### src/rtl/tead_pkg.sv
`timescale 1ns / 1ps

package tead_pkg;

  // Width of the register port and of every input field but last_pixel.
  localparam int unsigned FieldW = 16;
  // Width of the result length field.
  localparam int unsigned LenW = 33;

  // Default coordinate width and queue depths.
  localparam int unsigned CoordBitsDef  = 16;
  localparam int unsigned QueueDepthDef = 4;
  localparam int unsigned ResDepth      = 2;

  // Register port.
  localparam int unsigned CfgIdxW = 2;
  localparam logic [CfgIdxW-1:0] CfgCosDir       = 2'd0;
  localparam logic [CfgIdxW-1:0] CfgSinDir       = 2'd1;
  localparam logic [CfgIdxW-1:0] CfgHitThreshold = 2'd2;

  localparam logic signed [FieldW-1:0] CosDirRst       = 16'sd32767;
  localparam logic signed [FieldW-1:0] SinDirRst       = 16'sd0;
  localparam logic signed [FieldW-1:0] HitThresholdRst = 16'sd0;

  // One pixel beat.
  typedef struct packed {
    logic signed [FieldW-1:0] x_pos;
    logic signed [FieldW-1:0] y_pos;
    logic signed [FieldW-1:0] content;
    logic                     last_pixel;
  } in_beat_t;

  // One result beat.
  typedef struct packed {
    logic [LenW-1:0] length;
    logic            any_hit;
  } out_beat_t;

  // Register values handed to the front end.
  typedef struct packed {
    logic signed [FieldW-1:0] cos_dir;
    logic signed [FieldW-1:0] sin_dir;
    logic signed [FieldW-1:0] hit_threshold;
  } cfg_t;

endpackage

### src/rtl/track_extent_along_direction.sv
`timescale 1ns / 1ps

// Track extent along a configured direction.
// Pixels of one image come in on the input queue port: a beat is taken when
// push is high and full is low. Each pixel whose content is above the hit
// threshold is projected as x*cos + y*sin (15 fraction bits), and the frame's
// smallest and largest projection are tracked. The pixel marked last_pixel
// closes the frame and yields one result beat: the extent (max - min) and
// a flag that the frame had a hit. A frame without hits gives zero.
// Results leave through the output queue port: the oldest result is shown
// while empty is low and is taken when pop is high.
// Throughput is one pixel per cycle while full is low, set by the registered
// multiply stage. When the receiver stalls, results collect in a two-entry
// queue and then pixels collect in the middle queue; full rises once both
// are exhausted. Reset clears the frame state and both queues and loads the
// register defaults: cos 32767, sin 0, threshold 0. The user is to write
// registers only while idle; the block itself does not enforce this.
module track_extent_along_direction #(
  parameter int unsigned COORD_BITS  = tead_pkg::CoordBitsDef,
  parameter int unsigned QUEUE_DEPTH = tead_pkg::QueueDepthDef
) (
  input  logic                                clk_i,
  input  logic                                rst_ni,
  input  logic                                push,
  output logic                                full,
  input  tead_pkg::in_beat_t                  pix_i,
  output logic                                empty,
  input  logic                                pop,
  output tead_pkg::out_beat_t                 res_o,
  input  logic                                cfg_we_i,
  input  logic [tead_pkg::CfgIdxW-1:0]        cfg_idx_i,
  input  logic [tead_pkg::FieldW-1:0]         cfg_wdata_i
);

  localparam int unsigned ProjW = COORD_BITS + 17;
  localparam int unsigned EntW  = ProjW + 2;

  tead_pkg::cfg_t      cfg_q;
  logic                ent_valid, ent_full, ent_empty, ent_pop;
  logic [EntW-1:0]     ent_wdata, ent_rdata;
  logic                res_push, res_full;
  tead_pkg::out_beat_t res_beat;
  logic [$bits(tead_pkg::out_beat_t)-1:0] res_rdata;

  // Register writes.
  always_ff @(posedge clk_i or negedge rst_ni) begin
    if (!rst_ni) begin
      cfg_q.cos_dir       <= tead_pkg::CosDirRst;
      cfg_q.sin_dir       <= tead_pkg::SinDirRst;
      cfg_q.hit_threshold <= tead_pkg::HitThresholdRst;
    end else if (cfg_we_i) begin
      case (cfg_idx_i)
        tead_pkg::CfgCosDir:       cfg_q.cos_dir       <= $signed(cfg_wdata_i);
        tead_pkg::CfgSinDir:       cfg_q.sin_dir       <= $signed(cfg_wdata_i);
        tead_pkg::CfgHitThreshold: cfg_q.hit_threshold <= $signed(cfg_wdata_i);
        default: begin
        end
      endcase
    end
  end

  // Front end: accept, classify and project.
  tead_front #(
    .COORD_BITS (COORD_BITS),
    .PROJ_W     (ProjW)
  ) u_front (
    .clk_i       (clk_i),
    .rst_ni      (rst_ni),
    .cfg_i       (cfg_q),
    .push_i      (push),
    .pix_i       (pix_i),
    .full_o      (full),
    .ent_valid_o (ent_valid),
    .ent_o       (ent_wdata),
    .ent_full_i  (ent_full)
  );

  // Queue between the front and the back.
  tead_fifo #(
    .WIDTH (EntW),
    .DEPTH (QUEUE_DEPTH)
  ) u_ent_fifo (
    .clk_i   (clk_i),
    .rst_ni  (rst_ni),
    .push_i  (ent_valid),
    .wdata_i (ent_wdata),
    .full_o  (ent_full),
    .pop_i   (ent_pop),
    .rdata_o (ent_rdata),
    .empty_o (ent_empty)
  );

  // Back end: running extremes and frame close.
  tead_back #(
    .PROJ_W (ProjW)
  ) u_back (
    .clk_i       (clk_i),
    .rst_ni      (rst_ni),
    .ent_empty_i (ent_empty),
    .ent_i       (ent_rdata),
    .ent_pop_o   (ent_pop),
    .res_push_o  (res_push),
    .res_o       (res_beat),
    .res_full_i  (res_full)
  );

  // Result queue facing the receiver.
  tead_fifo #(
    .WIDTH ($bits(tead_pkg::out_beat_t)),
    .DEPTH (tead_pkg::ResDepth)
  ) u_res_fifo (
    .clk_i   (clk_i),
    .rst_ni  (rst_ni),
    .push_i  (res_push),
    .wdata_i (res_beat),
    .full_o  (res_full),
    .pop_i   (pop),
    .rdata_o (res_rdata),
    .empty_o (empty)
  );

  assign res_o = tead_pkg::out_beat_t'(res_rdata);

endmodule

### src/rtl/tead_fifo.sv
`timescale 1ns / 1ps

module tead_fifo #(
  parameter int unsigned WIDTH = 8,
  parameter int unsigned DEPTH = 4
) (
  input  logic             clk_i,
  input  logic             rst_ni,
  input  logic             push_i,
  input  logic [WIDTH-1:0] wdata_i,
  output logic             full_o,
  input  logic             pop_i,
  output logic [WIDTH-1:0] rdata_o,
  output logic             empty_o
);

  localparam int unsigned AddrW = (DEPTH > 1) ? $clog2(DEPTH) : 1;
  localparam int unsigned CntW  = $clog2(DEPTH + 1);

  logic [WIDTH-1:0] store_q [DEPTH];
  logic [AddrW-1:0] wptr_q, wptr_d;
  logic [AddrW-1:0] rptr_q, rptr_d;
  logic [CntW-1:0]  cnt_q, cnt_d;
  logic             do_push, do_pop;

  assign full_o  = (cnt_q == CntW'(DEPTH));
  assign empty_o = (cnt_q == '0);
  assign rdata_o = store_q[rptr_q];
  assign do_push = push_i && !full_o;
  assign do_pop  = pop_i && !empty_o;

  // Pointer and fill count update.
  always_comb begin
    wptr_d = wptr_q;
    rptr_d = rptr_q;
    cnt_d  = cnt_q;
    if (do_push) begin
      wptr_d = (wptr_q == AddrW'(DEPTH - 1)) ? '0 : wptr_q + AddrW'(1);
    end
    if (do_pop) begin
      rptr_d = (rptr_q == AddrW'(DEPTH - 1)) ? '0 : rptr_q + AddrW'(1);
    end
    if (do_push && !do_pop) begin
      cnt_d = cnt_q + CntW'(1);
    end else if (do_pop && !do_push) begin
      cnt_d = cnt_q - CntW'(1);
    end
  end

  always_ff @(posedge clk_i or negedge rst_ni) begin
    if (!rst_ni) begin
      wptr_q <= '0;
      rptr_q <= '0;
      cnt_q  <= '0;
    end else begin
      wptr_q <= wptr_d;
      rptr_q <= rptr_d;
      cnt_q  <= cnt_d;
    end
  end

  // Storage needs no reset.
  always_ff @(posedge clk_i) begin
    if (do_push) begin
      store_q[wptr_q] <= wdata_i;
    end
  end

endmodule

### src/rtl/tead_front.sv
`timescale 1ns / 1ps

module tead_front #(
  parameter int unsigned COORD_BITS = tead_pkg::CoordBitsDef,
  parameter int unsigned PROJ_W     = COORD_BITS + 17
) (
  input  logic               clk_i,
  input  logic               rst_ni,
  input  tead_pkg::cfg_t     cfg_i,
  input  logic               push_i,
  input  tead_pkg::in_beat_t pix_i,
  output logic               full_o,
  output logic               ent_valid_o,
  output logic [PROJ_W+1:0]  ent_o,
  input  logic               ent_full_i
);

  localparam int unsigned FW    = tead_pkg::FieldW;
  localparam int unsigned ProdW = COORD_BITS + FW;

  logic                     ready;
  logic                     accept;
  logic [COORD_BITS+FW-1:0] x_ext, y_ext;
  logic signed [COORD_BITS-1:0] x_c, y_c;
  logic signed [ProdW-1:0]  px_d, py_d;
  logic signed [ProdW-1:0]  px_q, py_q;
  logic                     hit_q, last_q;
  logic                     s1_valid_q;
  logic signed [PROJ_W-1:0] proj;

  // The stage may take a beat when it is empty or drains into the queue.
  assign ready  = !s1_valid_q || !ent_full_i;
  assign full_o = !ready;
  assign accept = push_i && ready;

  // Coordinates are taken from the low COORD_BITS bits of each field.
  assign x_ext = {{COORD_BITS{1'b0}}, pix_i.x_pos};
  assign y_ext = {{COORD_BITS{1'b0}}, pix_i.y_pos};
  assign x_c   = $signed(x_ext[COORD_BITS-1:0]);
  assign y_c   = $signed(y_ext[COORD_BITS-1:0]);

  // Two products in parallel, registered before the sum.
  assign px_d = ProdW'(x_c) * ProdW'(cfg_i.cos_dir);
  assign py_d = ProdW'(y_c) * ProdW'(cfg_i.sin_dir);

  always_ff @(posedge clk_i or negedge rst_ni) begin
    if (!rst_ni) begin
      s1_valid_q <= 1'b0;
    end else if (ready) begin
      s1_valid_q <= accept;
    end
  end

  always_ff @(posedge clk_i) begin
    if (accept) begin
      px_q   <= px_d;
      py_q   <= py_d;
      hit_q  <= (pix_i.content > cfg_i.hit_threshold);
      last_q <= pix_i.last_pixel;
    end
  end

  // Projection sum feeds the queue entry directly.
  assign proj        = PROJ_W'(px_q) + PROJ_W'(py_q);
  assign ent_valid_o = s1_valid_q;
  assign ent_o       = {last_q, hit_q, proj};

endmodule

### src/rtl/tead_back.sv
`timescale 1ns / 1ps

module tead_back #(
  parameter int unsigned PROJ_W = 33
) (
  input  logic                clk_i,
  input  logic                rst_ni,
  input  logic                ent_empty_i,
  input  logic [PROJ_W+1:0]   ent_i,
  output logic                ent_pop_o,
  output logic                res_push_o,
  output tead_pkg::out_beat_t res_o,
  input  logic                res_full_i
);

  localparam int unsigned LW = tead_pkg::LenW;

  logic                     ent_last, ent_hit;
  logic signed [PROJ_W-1:0] ent_proj;
  logic signed [PROJ_W-1:0] max_q, max_d, min_q, min_d;
  logic                     seen_q, seen_d;
  logic signed [PROJ_W-1:0] fin_max_q, fin_min_q;
  logic                     fin_hit_q;
  logic                     fin_valid_q;
  logic                     fin_moves;
  logic [PROJ_W-1:0]        diff;
  logic [PROJ_W+LW-1:0]     diff_ext;

  assign ent_last = ent_i[PROJ_W+1];
  assign ent_hit  = ent_i[PROJ_W];
  assign ent_proj = $signed(ent_i[PROJ_W-1:0]);

  // A frame end waits only when the finished-frame register cannot drain.
  assign fin_moves = fin_valid_q && !res_full_i;
  assign ent_pop_o = !ent_empty_i && (!ent_last || !fin_valid_q || fin_moves);

  // Running extremes; the first hit of a frame loads both.
  always_comb begin
    max_d  = max_q;
    min_d  = min_q;
    seen_d = seen_q;
    if (ent_hit) begin
      if (!seen_q) begin
        max_d  = ent_proj;
        min_d  = ent_proj;
        seen_d = 1'b1;
      end else begin
        if (ent_proj > max_q) begin
          max_d = ent_proj;
        end
        if (ent_proj < min_q) begin
          min_d = ent_proj;
        end
      end
    end
  end

  always_ff @(posedge clk_i or negedge rst_ni) begin
    if (!rst_ni) begin
      max_q       <= '0;
      min_q       <= '0;
      seen_q      <= 1'b0;
      fin_valid_q <= 1'b0;
    end else begin
      if (ent_pop_o) begin
        if (ent_last) begin
          max_q  <= '0;
          min_q  <= '0;
          seen_q <= 1'b0;
        end else begin
          max_q  <= max_d;
          min_q  <= min_d;
          seen_q <= seen_d;
        end
      end
      if (ent_pop_o && ent_last) begin
        fin_valid_q <= 1'b1;
      end else if (fin_moves) begin
        fin_valid_q <= 1'b0;
      end
    end
  end

  // Finished frame extremes, held until the result queue takes them.
  always_ff @(posedge clk_i) begin
    if (ent_pop_o && ent_last) begin
      fin_max_q <= max_d;
      fin_min_q <= min_d;
      fin_hit_q <= seen_d;
    end
  end

  // Extent is never negative, so the difference is zero-extended to the field.
  assign diff          = PROJ_W'(fin_max_q - fin_min_q);
  assign diff_ext      = {{LW{1'b0}}, diff};
  assign res_push_o    = fin_valid_q;
  assign res_o.length  = diff_ext[LW-1:0];
  assign res_o.any_hit = fin_hit_q;

endmodule
### config.mk
export PLATFORM = sky130hd
export DESIGN_NAME = track_extent_along_direction
export DESIGN_NICKNAME = d
export VERILOG_FILES = /design/src/rtl/tead_pkg.sv /design/src/rtl/track_extent_along_direction.sv /design/src/rtl/tead_fifo.sv /design/src/rtl/tead_front.sv /design/src/rtl/tead_back.sv
export SDC_FILE = /design/constraint.sdc
export NUM_CORES = 2
export LEC_CHECK = 0
export ABC_CLOCK_PERIOD_IN_PS = 7300
export BUFFER_PORTS_ARGS = -buffer_cell sky130_fd_sc_hd__clkbuf_2
export CORE_MARGIN = 2
export CORE_UTILIZATION = 45
export DETAILED_ROUTE_END_ITERATION = 10
export HOLD_SLACK_MARGIN = 0.1
export SLEW_MARGIN = 40
export SYNTH_ARGS = -nofsm -noshare
export SYNTH_HDL_FRONTEND = slang
export SYNTH_SLANG_ARGS = --single-unit
### constraint.sdc
create_clock -name clk_i -period 7.3 [get_ports clk_i]
set_input_delay 1.46 -clock clk_i [delete_from_list [all_inputs] [get_ports clk_i]]
set_output_delay 1.46 -clock clk_i [all_outputs]
set_load 0.01 [all_outputs]
Word level (Yosys, flattened, before mapping). Memories as Yosys holds them, arrays and structs flattened. Index checks and enable logic that the tools add are counted.

Multiplexer cells: 24. Reduce and logical (&&, ||, !) cells: 35. Magnitude comparators: 3. Add/subtract/negate cells: 10. Equal/unequal tests: 6. Multiply operators: 2.

Operators with widths (number): $mux W33 (8); $mul A16 B16 Y32 (2); $add A32 B32 Y33 (1); $gt A33 B33 Y1 (1); $lt A33 B33 Y1 (1); $sub A33 B33 Y33 (1); $gt A16 B16 Y1 (1); $logic_not A1 Y1 (12); $logic_and A1 B1 Y1 (11); $mux W1 (10); $eq A2 B2 Y1 const B (4); $mux W2 (4); $add A2 B1 Y2 const B (3); $mux W3 (2); $reduce_and A2 Y1 (3); $reduce_bool A2 Y1 (3); $logic_not A2 Y1 (2); $add A3 B1 Y3 const B (1); $eq A3 B3 Y1 const B (1); $logic_not A3 Y1 (1); $logic_or A1 B1 Y1 (3); $sub A3 B1 Y3 const B (1); $add A1 B1 Y1 const B (2); $eq A2 B1 Y1 const B (1); $sub A2 B1 Y2 const B (1).

RAM bits: 208. Register bits after elaboration: 261. Logic and storage cells: 103. Memories: 2. Bits of input ports: 72. Output and inout bits: 36.

Memory list: u_ent_fifo.store_q (depth 4, width 35, read ports 1, clocked after Yosys merged registers in 0, write ports 1, RTL line tead_fifo.sv:20) `logic [WIDTH-1:0] store_q [DEPTH];`; u_res_fifo.store_q (depth 2, width 34, read ports 1, clocked after Yosys merged registers in 0, write ports 1, RTL line tead_fifo.sv:20).

Logic depth before layout (Yosys ltp).
Depth after elaboration: 9. Depth in mapped cells: 25. Depth with buffers taken out: 24.

Modules after synthesis. From an unflattened synthesis, not the netlist that was laid out.

Cell total of the unflattened synthesis: 3815. Area, all modules: 42794.8 um^2.

By module, submodules not included: tead_front (cells each 2522, area each 23695.2 um^2, times used 1); tead_back (cells each 846, area each 8971.1 um^2, times used 1); tead_fifo at u_ent_fifo (cells each 220, area each 5492.8 um^2, times used 1); tead_fifo at u_res_fifo (cells each 125, area each 2801.4 um^2, times used 1); track_extent_along_direction (cells each 102, area each 1834.3 um^2, times used 1).

Least setup slack after synthesis. OpenSTA, ideal clock, no wires.

Path kind: input to register. Start: input pix_i[48] in the netlist's numbering. End: register u_front.px_q[30], data pin. Setup slack: 0.039 ns. Path buffers: 1. Stages on the path: 20. Required time: 7.043 ns. Arrival: 7.004 ns. Path through: clkbuf_1 > nand2_1 > inv_1 > fa_1 > fa_1 > fa_1 > fa_1 > fa_1 > inv_1 > fa_1 > inv_1 > ha_1 > and3_1 > o211ai_1 > a31oi_1 > o41a_1 > a41o_1 > o21ai_0 > nand2b_1 > xor2_1.

Word-level cells in the longest chain between the ends: 1.

RTL lines: start, declared (RTL line track_extent_along_direction.sv:26) `input tead_pkg::in_beat_t pix_i,`; $mul A16 B16 Y32 (RTL line tead_front.sv:43) `assign px_d = ProdW'(x_c) * ProdW'(cfg_i.cos_dir);`; named net u_front.px_d[30] (RTL line tead_front.sv:25) `logic signed [ProdW-1:0] px_d, py_d;`; end signal, assigned (RTL line tead_front.sv:56) `px_q <= px_d;`; end, declared (RTL line tead_front.sv:26) `logic signed [ProdW-1:0] px_q, py_q;`.

The timed path passes the listed nets, and every way through them passes these cells. A chain may end at the register's enable or synchronous reset.

Worst setup path after layout.
Start: input pix_i[41] in the netlist's numbering. End: register u_front.px_q[30], data pin.

The elaborated chain is that of the path after synthesis.

==> qor.csv <==
stage,metric,value,unit
cts,Worst-Skew Late Latency,0.61,ns
cts,CTS tree,done,
floorplanning,Std-Cell Rows,112,
route,wire per inst,17.5,um
run,Maximum Capacitance Violations,0,
synthesis,post-synth cell types,77,
synthesis,top cell type's share of synthesized area,25.1,%
timing,Max Freq,146,MHz
route,via count,26800,
floorplanning,Core Box Area,92900,um^2
cts,clk slew on worst S/H paths,0.06,ns
global_route,initial antenna violation count,2,
route,number of remaining DRC errors,0,
timing,setup violators final,0,
cts,H-tree depth,2,
synthesis,post-synthesis async set-or-reset flop share,27.3,%
floorplanning,Die Area,95800,um^2
global_route,All-Layer GR Usage,19.8,%
synthesis,Area contributors post-synth,"fa_1 (25%), edfxtp_1 (24%), ha_1 (9.4%), dfrtp_1 (6.7%), inv_1 (6.4%)",
cts,CTS Hold Bufs,0,
layout,Final nets,4858,
critical_path,CP Cell Sequence,clkbuf_2 > and2_1 > fa_1 > inv_1 > fa_1 > inv_1 > fa_1 > fa_1 > fa_1 > inv_1 > fa_1 > inv_1 > ha_1 > buf_4 > nand2_1 > o21ai_0 > a2bb2oi_1 > a31oi_1 > o41a_1 > a41o_1 > o21ai_0 > nand2b_1 > xor2_1,
critical_path,crit-path max FO,8,
floorplanning,Ports,108,
place,GP Congestion,0.851,
timing,Clock Skew,0.0315,ns
critical_path,cells on worst reg2reg path,20,
synthesis,Post-synth EDFFs,341,
status,status,"finished, final reports clean",
hold_path,sink of the worst hold path,u_res_fifo.store_q[1][0]$_DFFE_PP_,
timing,final worst path period need,6.83,ns
route,final wirelength,91700,um
route,DR iter-0 viols,1467,
place,Port Buffers,107,
critical_path,"slowest stage delay, CP",0.53,ns
synthesis,Synth Cell Area,42000,um^2
hold_path,worst hold path type,reg -> reg,
critical_path,startpoint types,primary input,
cts,# clock sinks,469,
critical_path,Slowest cell on crit path,fa_1,
cts,CTS max path bufs,3,
global_route,"Remaining Overflow, GRT",0,
cts,total CTS buffers,49,
layout,"Area growth, synth to finish",10.8,%
critical_path,register-to-register setup slack,0.68,ns
critical_path,"most used cell, CP",fa_1,
timing,Final Hold Slack,0.464,ns
synthesis,"area leader, netlist",fa_1,
global_route,pin count of the biggest net entering global routing,69,
layout,diode count,0,
timing,Tightest Pin Transition,0.854,ns
route,drt first pass iters,5,
timing,RSZ-0062 raised after global routing,false,
layout,share of cells above drive strength 1,13.9,%
place,pre-CTS WS,-0.133,ns
timing,max-slew violations,0,
hold_path,HP Start,u_back.fin_hit_q$_DFFE_PP_,
route,ANT nets after route,0,
timing,post-route setup slack,0.471,ns
synthesis,register bit total from synthesis,469,
critical_path,reg2reg end,u_front.py_q[31]$_DFFE_PP_,
synthesis,YS warnings,0,
synthesis,Synth Instances,3745,
critical_path,Reg-to-Reg Start,cfg_q[18]$_DFFE_PN0P_,
cts,post-CTS sizing,0,
synthesis,syn avg cell area,11.2,um^2
cts,# Post-CTS Setup Buffers,0,
timing,Max-slew headroom,43.1,%
global_route,vias in the first global route,27900,
synthesis,total nets after synthesis,4660,
floorplanning,die width,310,um
synthesis,sequential share of the synthesized area,32.0,%
critical_path,"Req. time, crit path",7.63,ns
timing,Final period util,93.5,%
route,Vias per Instance,5.11,
floorplanning,die height,310,um
critical_path,worst path arrival time,7.16,ns
global_route,first-pass GRT wire length,149000,um
hold_path,Hold Path Cell Cnt,0,
place,HPWL Detailed,73100,um
critical_path,critical path capture point type,flip-flop,
critical_path,Setup CP Type,in -> reg,
synthesis,Post-synth top flop,edfxtp_1,
floorplanning,Initial Utilization,45.2,%
timing,Fin. Hold Viols,0,
cts,Root Driver,clkbuf_16,
[per-layer routing]
metal | wire (um) | up-vias | track usage, %
li1 | - | 12700 | -
met4 | 2070 | 0 | 4.52
met2 | 45600 | 502 | 34.5
met1 | 40700 | 13500 | 26.5
met5 | 0 | - | 0
met3 | 3400 | 109 | 2.40
[stage by stage]
stage          utilization, %  cells  TNS, ns  area [um^2]
2_1_floorplan               -   3745        0        42000
3_3_place_gp             48.3   5142   -0.273        44900
3_5_place_dp             48.3   5144   -0.477        44900
4_1_cts                  50.1   5235        0        46500
5_1_grt                  50.1   5237        0        46500
6_report                 50.1   5237        0        46500
[worst max path at each step]
stage	start	endpoint	depth (start not counted)	slack, ns
2_1_floorplan	pix_i[48]	u_front.px_q[30]$_DFFE_PP_	20	0.04
3_3_place_gp	pix_i[41]	u_front.px_q[31]$_DFFE_PP_	23	-0.09
3_5_place_dp	pix_i[41]	u_front.px_q[30]$_DFFE_PP_	23	-0.13
4_1_cts	pix_i[41]	u_front.px_q[30]$_DFFE_PP_	23	0.47
5_1_grt	pix_i[46]	u_front.px_q[31]$_DFFE_PP_	24	0.06
6_report	pix_i[41]	u_front.px_q[30]$_DFFE_PP_	23	0.47
[kinds of logic (layout without fill, tap and decap cells)]
logic type,count (synthesis),in the layout,share of synthesized area (%)
AO/OA/AOI/OAI,461,461,7.64
XOR/XNOR,128,128,2.67
adder cells (fa/ha/maj),843,843,34.5
buffers and inverters,833,1071,7.53
flip-flops,469,469,32.0
multiplexers,183,183,5.84
AND/OR/NAND/NOR,828,828,9.76
[cells in the final DEF, fill, tap and decap left out, types with 109 or more instances in the layout]
| cell type | n |
|---|---|
| buf_4 | 145 |
| dfrtp_1 | 111 |
| edfxtp_1 | 341 |
| inv_1 | 719 |
| nand2_1 | 307 |
| fa_1 | 527 |
| mux2_2 | 146 |
| and2_1 | 242 |
| nor2_1 | 109 |
| a21oi_1 | 115 |
| ha_1 | 316 |
[synthesized netlist by cell type, types with 7 or more instances]
cell type / count
dfstp_2: 15
a21oi_1: 115
o21a_1: 37
a31oi_1: 9
fa_1: 527
clkbuf_1: 91
ha_1: 316
mux2_2: 146
a21o_1: 65
nor3_1: 25
o31ai_1: 7
nand2b_1: 27
and2_1: 242
nand4_1: 23
nor2b_1: 23
a32o_1: 32
edfxtp_1: 341
xnor2_1: 96
dfrtp_1: 113
a22o_1: 35
nand2_1: 307
xor2_1: 32
o21ai_0: 67
and3_1: 15
o211ai_1: 8
nand3_1: 26
inv_1: 720
mux4_2: 35
buf_2: 13
o21bai_1: 15
a211oi_1: 15
nor2_1: 110
[worst max-delay path, delay by kind of cell]
family	cells	cell delay, ns
fa+ha+maj	7	3.27
compound gates	6	1.32
buf+inv	6	0.56
xor+xnor	1	0.14
simple gates	3	0.41
[cell type report]
class / count / area [um^2]
Multi-Input combinational cell: 2443 / 25400
Clock buffer: 62 / 1320
Sequential cell: 469 / 13500
Fill cell: 8479 / 46400
Clock inverter: 29 / 308
Inverter: 720 / 2700
Timing Repair Buffer: 260 / 1770
Tap cell: 1254 / 1570
[registers in the layout (all words and copies together), names as in the netlist]
| register | cells |
|---|---|
| u_front.px_q | 32 |
| u_res_fifo.cnt_q | 2 |
| u_res_fifo.store_q | 68 |
| u_back.fin_min_q | 33 |
| u_ent_fifo.store_q | 140 |
| u_back.fin_max_q | 33 |
| cfg_q | 48 |
| u_back.min_q | 33 |
| u_front.last_q | 1 |
| u_front.py_q | 32 |
| u_back.seen_q | 1 |
| u_res_fifo.rptr_q | 1 |
| u_ent_fifo.wptr_q | 2 |
| u_ent_fifo.cnt_q | 3 |
| u_back.max_q | 33 |
| u_back.fin_hit_q | 1 |
| u_front.ent_valid_o | 1 |
| u_front.hit_q | 1 |
| u_ent_fifo.rptr_q | 2 |
| u_res_fifo.wptr_q | 1 |
| u_back.res_push_o | 1 |
Power is left out: the tool's default activity adds up to more than one toggle a clock period on the data nets, which glitch-free logic cannot reach.
